$ cat src/rtl/rmx_pkg.sv
package rmx_pkg;

  localparam int MAX_ITEMS_DEF  = 16384;
  localparam int VALUE_BITS_DEF = 24;
  localparam int NODE_COUNT_DEF = 409625;

  localparam logic [1:0] ST_OK   = 2'd0;
  localparam logic [1:0] ST_FULL = 2'd1;
  localparam logic [1:0] ST_BAD  = 2'd2;

  typedef enum logic [4:0] {
    DP_NONE,
    DP_INIT,
    DP_LOAD,
    DP_APP,
    DP_BRD,
    DP_BWR,
    DP_LEAF,
    DP_REFUSE_FULL,
    DP_REFUSE_BAD,
    DP_QRY,
    DP_QRW,
    DP_QRN,
    DP_QALT,
    DP_QCHK,
    DP_QDIR,
    DP_QPREF,
    DP_QPW,
    DP_OUT
  } dp_op_t;

  typedef struct packed {
    dp_op_t op;
  } cmd_t;

  typedef struct packed {
    logic is_query;
    logic full;
    logic bad;
    logic last;
    logic alt_ok;
  } status_t;

  typedef enum logic [3:0] {
    S_INIT,
    S_BRD,
    S_BWR,
    S_LEAF,
    S_IDLE,
    S_CHECK,
    S_QRW,
    S_QRN,
    S_QALT,
    S_QCHK,
    S_QDIR,
    S_QPREF,
    S_QPW,
    S_OUT
  } ctl_state_t;

endpackage

$ cat src/rtl/rmx_ctrl.sv
module rmx_ctrl (
  input  logic             clk,
  input  logic             rst,
  input  logic             s_tvalid,
  output logic             s_tready,
  output logic             m_tvalid,
  input  logic             m_tready,
  input  rmx_pkg::status_t sts,
  output rmx_pkg::cmd_t    cmd
);

  rmx_pkg::ctl_state_t state, state_next;
  logic boot, boot_next;
  logic m_tvalid_next;

  always_ff @(posedge clk) begin
    if (rst) begin
      state    <= rmx_pkg::S_INIT;
      boot     <= 1'b1;
      m_tvalid <= 1'b0;
    end else begin
      state    <= state_next;
      boot     <= boot_next;
      m_tvalid <= m_tvalid_next;
    end
  end

  always_comb begin
    state_next    = state;
    boot_next     = boot;
    cmd.op        = rmx_pkg::DP_NONE;
    m_tvalid_next = m_tvalid && !m_tready;
    s_tready      = (state == rmx_pkg::S_IDLE);
    case (state)
      rmx_pkg::S_INIT: begin
        cmd.op     = rmx_pkg::DP_INIT;
        state_next = rmx_pkg::S_BRD;
      end
      rmx_pkg::S_BRD: begin
        cmd.op     = rmx_pkg::DP_BRD;
        state_next = rmx_pkg::S_BWR;
      end
      rmx_pkg::S_BWR: begin
        cmd.op     = rmx_pkg::DP_BWR;
        state_next = sts.last ? rmx_pkg::S_LEAF : rmx_pkg::S_BRD;
      end
      rmx_pkg::S_LEAF: begin
        cmd.op     = rmx_pkg::DP_LEAF;
        state_next = boot ? rmx_pkg::S_IDLE : rmx_pkg::S_OUT;
        boot_next  = 1'b0;
      end
      rmx_pkg::S_IDLE: begin
        if (s_tvalid) begin
          cmd.op     = rmx_pkg::DP_LOAD;
          state_next = rmx_pkg::S_CHECK;
        end
      end
      rmx_pkg::S_CHECK: begin
        if (sts.is_query) begin
          if (sts.bad) begin
            cmd.op     = rmx_pkg::DP_REFUSE_BAD;
            state_next = rmx_pkg::S_OUT;
          end else begin
            cmd.op     = rmx_pkg::DP_QRY;
            state_next = rmx_pkg::S_QRW;
          end
        end else begin
          if (sts.full) begin
            cmd.op     = rmx_pkg::DP_REFUSE_FULL;
            state_next = rmx_pkg::S_OUT;
          end else begin
            cmd.op     = rmx_pkg::DP_APP;
            state_next = rmx_pkg::S_BRD;
          end
        end
      end
      rmx_pkg::S_QRW: begin
        cmd.op     = rmx_pkg::DP_QRW;
        state_next = rmx_pkg::S_QRN;
      end
      rmx_pkg::S_QRN: begin
        cmd.op     = rmx_pkg::DP_QRN;
        state_next = rmx_pkg::S_QALT;
      end
      rmx_pkg::S_QALT: begin
        cmd.op     = rmx_pkg::DP_QALT;
        state_next = rmx_pkg::S_QCHK;
      end
      rmx_pkg::S_QCHK: begin
        cmd.op = rmx_pkg::DP_QCHK;
        if (sts.alt_ok) begin
          state_next = sts.last ? rmx_pkg::S_QPREF : rmx_pkg::S_QALT;
        end else begin
          state_next = rmx_pkg::S_QDIR;
        end
      end
      rmx_pkg::S_QDIR: begin
        cmd.op     = rmx_pkg::DP_QDIR;
        state_next = sts.last ? rmx_pkg::S_QPREF : rmx_pkg::S_QALT;
      end
      rmx_pkg::S_QPREF: begin
        cmd.op     = rmx_pkg::DP_QPREF;
        state_next = rmx_pkg::S_QPW;
      end
      rmx_pkg::S_QPW: begin
        cmd.op     = rmx_pkg::DP_QPW;
        state_next = rmx_pkg::S_OUT;
      end
      rmx_pkg::S_OUT: begin
        if (!m_tvalid || m_tready) begin
          cmd.op        = rmx_pkg::DP_OUT;
          m_tvalid_next = 1'b1;
          state_next    = rmx_pkg::S_IDLE;
        end
      end
      default: begin
        state_next = rmx_pkg::S_IDLE;
      end
    endcase
  end

  a_accept_check: assert property (@(posedge clk) disable iff (rst)
    s_tvalid && s_tready |=> state == rmx_pkg::S_CHECK)
    else $error("accepted beat not checked");

  a_out_valid: assert property (@(posedge clk) disable iff (rst)
    state == rmx_pkg::S_OUT && (!m_tvalid || m_tready) |=> m_tvalid)
    else $error("result beat not presented");

  a_boot_busy: assert property (@(posedge clk) disable iff (rst)
    boot |-> !s_tready && !m_tvalid)
    else $error("traffic during initial build");

endmodule

$ cat config.mk
export PLATFORM = sky130hd
export DESIGN_NAME = rmx_ctrl
export DESIGN_NICKNAME = d
export VERILOG_FILES = /design/src/rtl/rmx_pkg.sv /design/src/rtl/rmx_ctrl.sv
export SDC_FILE = /design/constraint.sdc
export NUM_CORES = 1
export LEC_CHECK = 0
export BUFFER_PORTS_ARGS = -buffer_cell sky130_fd_sc_hd__buf_4
export CAP_MARGIN = 10
export CORE_AREA = 2 2 39 41
export CTS_BUF_LIST = sky130_fd_sc_hd__clkbuf_16
export CTS_CLUSTER_SIZE = 20
export DETAILED_ROUTE_END_ITERATION = 10
export DIE_AREA = 0 0 41 43
export SYNTH_ARGS = -nofsm -noshare
export SYNTH_HDL_FRONTEND = slang
export SYNTH_SLANG_ARGS = --single-unit
$ cat constraint.sdc
create_clock -name clk -period 1.6 [get_ports clk]
set_input_delay 0 -clock clk [delete_from_list [all_inputs] [get_ports clk]]
set_output_delay 0 -clock clk [all_outputs]
set_load 0.005 [all_outputs]
[After elaboration in Yosys (flattened, before gate mapping)]
Cells that the tools add are included.
Word-level totals
  register bits: 6
  output and inout port bits: 7
  logic and storage cells: 42
Cells by class
  equality and inequality tests: 15
  muxes and demuxes: 18
  reductions and logical operators: 6
Operators with widths (count)
  $pmux W5 S14: 1
  $pmux W4 S14: 1
  $eq A4 B4 Y1 const B: 6
  $mux W4: 6
  $eq A4 B3 Y1 const B: 4
  $mux W5: 2
  $eq A4 B2 Y1 const B: 2
  $mux W2: 4
  $eq A4 B1 Y1 const B: 1
  $logic_not A4 Y1: 1
  $ne A2 B2 Y1 const B: 2
  $mux W1: 3
  $mux W3: 1
  $logic_not A1 Y1: 2
  $reduce_and A2 Y1: 1
  $logic_and A1 B1 Y1: 1
  $logic_or A1 B1 Y1: 1

[Logic depth before layout (Yosys ltp)]
  depth after elaboration: 4
  mapped depth: 6
  gate-level depth less buffers: 4

[Least setup slack after synthesis]
Ideal clock, no wire load.
  kind: reg2reg
  start: register state[3]
  end: register state[0]
  setup time: 122 ps
  data arrival time: 1238 ps
  data required time: 1478 ps
  slack: 240 ps
  stages on the path, launching flop included: 6
  path buffers: 1
  path through: dfxtp_1 -> buf_6 -> or4_4 -> a21oi_2 -> o21ai_1 -> o311a_1
On the way
  cells in the longest elaborated chain, start to end: 3
  elaborated cells on any way between the ends: 18
  those cells by class: 15 x eq/ne; 1 x mux; 2 x reduce/logical
Ends and longest elaborated chain
  start: declaration: RTL line rmx_ctrl.sv:12  | rmx_pkg::ctl_state_t state, state_next;
  start signal: assignment: RTL line rmx_ctrl.sv:18  | state <= rmx_pkg::S_INIT;
  start signal: assignment: RTL line rmx_ctrl.sv:22  | state <= state_next;
  $eq A4 B4 Y1 / $eq A4 B3 Y1 (equally long branches): RTL line rmx_ctrl.sv:34  | case (state)
  $ne A2 B2 Y1 (no source line)
  $reduce_and A2 Y1 (no source line)
Several ways; a longest one is shown, not always the timed one.
A chain may end at the register's enable or synchronous reset.

==> summary.md <==
| Metric | Value |
|---|---|
| Status | `finished clean` |
| # fillers | `135` |
| Max Root-Sink Buffers | `2` |
| Switching power | `around 0.00020 W` |
| Count of cell types in the netlist | `34` |
| Total CTS buffers | `3` |
| Diode count | `0` |
| Most used DFF post-synth | `dfxtp_1` |
| Buffer and inverter count on the worst path | `2` |
| Highest Clock Rate | `slightly below 700 MHz` |
| Relative slew slack | `roughly four fifths` |
| Vias in the first global route | `roughly 600` |
| Yosys top cell area share | `between 20 and 25%` |
| Sequential share of power | `between 20% and 30%` |
| Most used cell along the critical path | `buf_4` |
| Layout cells sized above 1 | `approximately 30%` |
| CTS clk-pin slew, worst paths | `roughly 0.030 ns` |
| Design Area, Final | `slightly below 800 um^2` |
| Final wirelength | `between 1500 and 2000 um` |
| Largest area contributor in the netlist | `dfxtp_1` |
| Final #Nets | `~110` |
| Number of max-cap violations | `0` |
| Slew Limit Fails | `0` |
| Total gr overflow | `0` |
| Site Rows | `14` |
| Path type of the worst min-delay path | `primary input to flip-flop` |
| Synthesized cell area | `537 um^2` |
| PwrDens | `between 1000 and 1500 nW/um^2` |
| Async S/R FF share, synth | `0%` |
| Worst setup SP type | `flip-flop` |
| Largest delay contributor family on the critical path | `flip-flops` |
| Internal power | `roughly 0.00060 W` |
| CP Max Fanout | `10` |
| Antenna violations before repair | `0` |
| Synth Net Count | `86` |
| Vias per inst | `approximately 5.7` |
| Slew @ Worst Pin | `0.310 ns` |
| Setup crit end kind | `primary output` |
| Slowest CP cell | `dfxtp_1` |
| #FFs+latches synth | `6` |
| Logic pwr share | `between 20 and 30%` |
| Die area | `between 1500 and 2000 um^2` |
| Synth Instances | `77` |
| Area delta synth->final | `43.1%` |
| Min Tclk post-route | `between 1 and 1.5 ns` |
| CTS tree | `done` |
| Root Buffer | `clkbuf_16` |
| Synth cell count leaders | `a21oi_1 (9), nand2_1 (7), dfxtp_1 (6), nor2_1 (6)` |
| CP cell instances | `buf_4, or3_1, a21oi_1, buf_4` |
| DRT Pass-1 Iters | `4` |
| Largest net degree at the start of global routing | `13` |
| Total Power | `0.000803 W` |
| Top area cells in the synthesized netlist | `dfxtp_1 (22%), a21oi_1 (8.4%), nand2_1 (4.9%), nand2b_1 (4.7%), nor2b_1 (4.7%)` |
| Global Route Usage Sum | `20.8%` |
| Static leakage | `0.309 nW` |
| Setup violators final | `0` |
| Die X | `41 um` |
| I/O Buffers | `15` |
| Global placer's final weighted congestion | `approximately 0.83` |
| Post-synthesis sequential area ratio | `about 22%` |
| Most frequent cell after synthesis | `a21oi_1` |
| Htree depth | `1` |
| Die H | `about 43 um` |
| Post-CTS Setup Inserts | `0` |
| WP data arrival | `~1.4 ns` |
| Routed via count | `635` |
| Initial Util | `just under 40%` |
| RSZ-0062 raised after global routing | `false` |
| Worst Skew | `between 0.0003 and 0.0004 ns` |
| Area after DPL | `between 600 and 700 um^2` |
| CTS Sinks | `6` |
| Setup tns final | `0 ns` |
| Final ANT Viol Nets | `0` |
| IO Count | `16` |
| Net Sw Frac | `about a quarter` |
| Core area | `between 1000 and 1500 um^2` |
| Kind of critical path | `flip-flop to primary output` |
| Clock latency on the worst-skew pair | `roughly 0.22 ns` |
| Final count of hold timing violations | `0` |
| Final Util | `between 50% and 60%` |
| Post-synth EDFFs | `0` |
| First-pass GRT wire length | `~2600 um` |
| Worst vdd ir | `about 0.0011 V` |
| Yosys warning total | `0` |
| Initial drt markers | `22` |
| Fin crit share | `90.2%` |
| Worst path required time | `approximately 1.6 ns` |
| DRC viols | `0` |
| Hpwl dp | `between 1000 and 1500 um` |
| Syn_area_per_cell | `roughly 7 um^2` |
| CP max stage delay | `0.37 ns` |
| Clock power frac | `about half` |
| DR WL/cell | `between 10 and 15 um` |
[per-layer routing]
layer,vias up,part of all wire (%),track usage (%)
li1,322,-,-
met1,289,47,28.5
met2,22,48,31.3
met3,2,4.5,5.24
met4,0,1.0,6.00
met5,-,0,0
[registers in the layout, indices dropped and copies added (netlist names)]
name / count
state: 4
boot: 1
m_tvalid: 1
[final cells by class]
type                       count  area [um^2]  share of cell area, %
multi-input combinational     61          367                   47.7
timing repair buffer          23          175                   22.8
sequential                     6          120                   15.6
clock buffer                   3         75.1                   9.77
tap                           16         20.0                   2.61
inverter                       3         11.3                   1.47
[stage by stage]
step / hold WS (ns) / cells / setup WS [ns]
final: 0.126 / 112 / 0.156
after global placement: 0.211 / 108 / 0.227
after floorplan: 0.0691 / 77 / 0.240
after global routing: 0.146 / 112 / 0.0616
after detailed placement: 0.207 / 108 / 0.189
after CTS: 0.120 / 112 / 0.162
[logic make-up after synthesis]
| family | Yosys count | share of synthesized area (%) |
|---|---|---|
| flip-flops | 6 | 22.4 |
| buffers and inverters | 10 | 9.32 |
| AND/OR/NAND/NOR | 29 | 29.4 |
| AO/OA/AOI/OAI | 31 | 37.1 |
| multiplexers | 1 | 1.86 |
[power by group through the flow]
stage	sequential [W]	combinational, W	clock [W]
finish	0.000186	0.000223	0.000394
CTS	0.000185	0.000221	0.000403
global route	0.000187	0.000249	0.000411
floorplan	0.000171	0.000146	0
global placement	0.000187	0.000216	0
detailed placement	0.000187	0.000219	0
[worst register-to-register path, stage by stage, from the launching register on]
cell	delay, ns
dfxtp_1	0.37
or4_4	0.56
a21oi_2	0.15
o21ai_1	0.08
o311a_1	0.12
[path summary, 6_finish.rpt]
path | start | to | slack (ns) | cells after the start
min | m_tready | m_tvalid | 0.13 | 3
max | state[3] | cmd[2] | 0.16 | 4
max reg2reg | state[3] | state[0] | 0.20 | 4
min reg2reg | boot | boot | 0.49 | 2
[cell usage in the layout, fill, tap and decap left out, types with 2 or more instances in the layout]
| cell | count |
|---|---|
| a21oi_1 | 9 |
| a31oi_1 | 3 |
| buf_4 | 22 |
| clkbuf_16 | 3 |
| dfxtp_1 | 6 |
| inv_1 | 2 |
| nand2_1 | 7 |
| nand2b_1 | 4 |
| nor2_1 | 6 |
| nor2b_1 | 4 |
| nor3_1 | 2 |
| o21ai_0 | 4 |
| o21ai_1 | 3 |
| o31ai_1 | 2 |
[repair_timing]
action | 4_1_cts | 5_1_grt
endpoints found under the hold margin | 4 | 0
hold buffers | 1 | 0
resized for setup | 0 | 0
No activity file was read; power rests on OpenSTA's default activity.
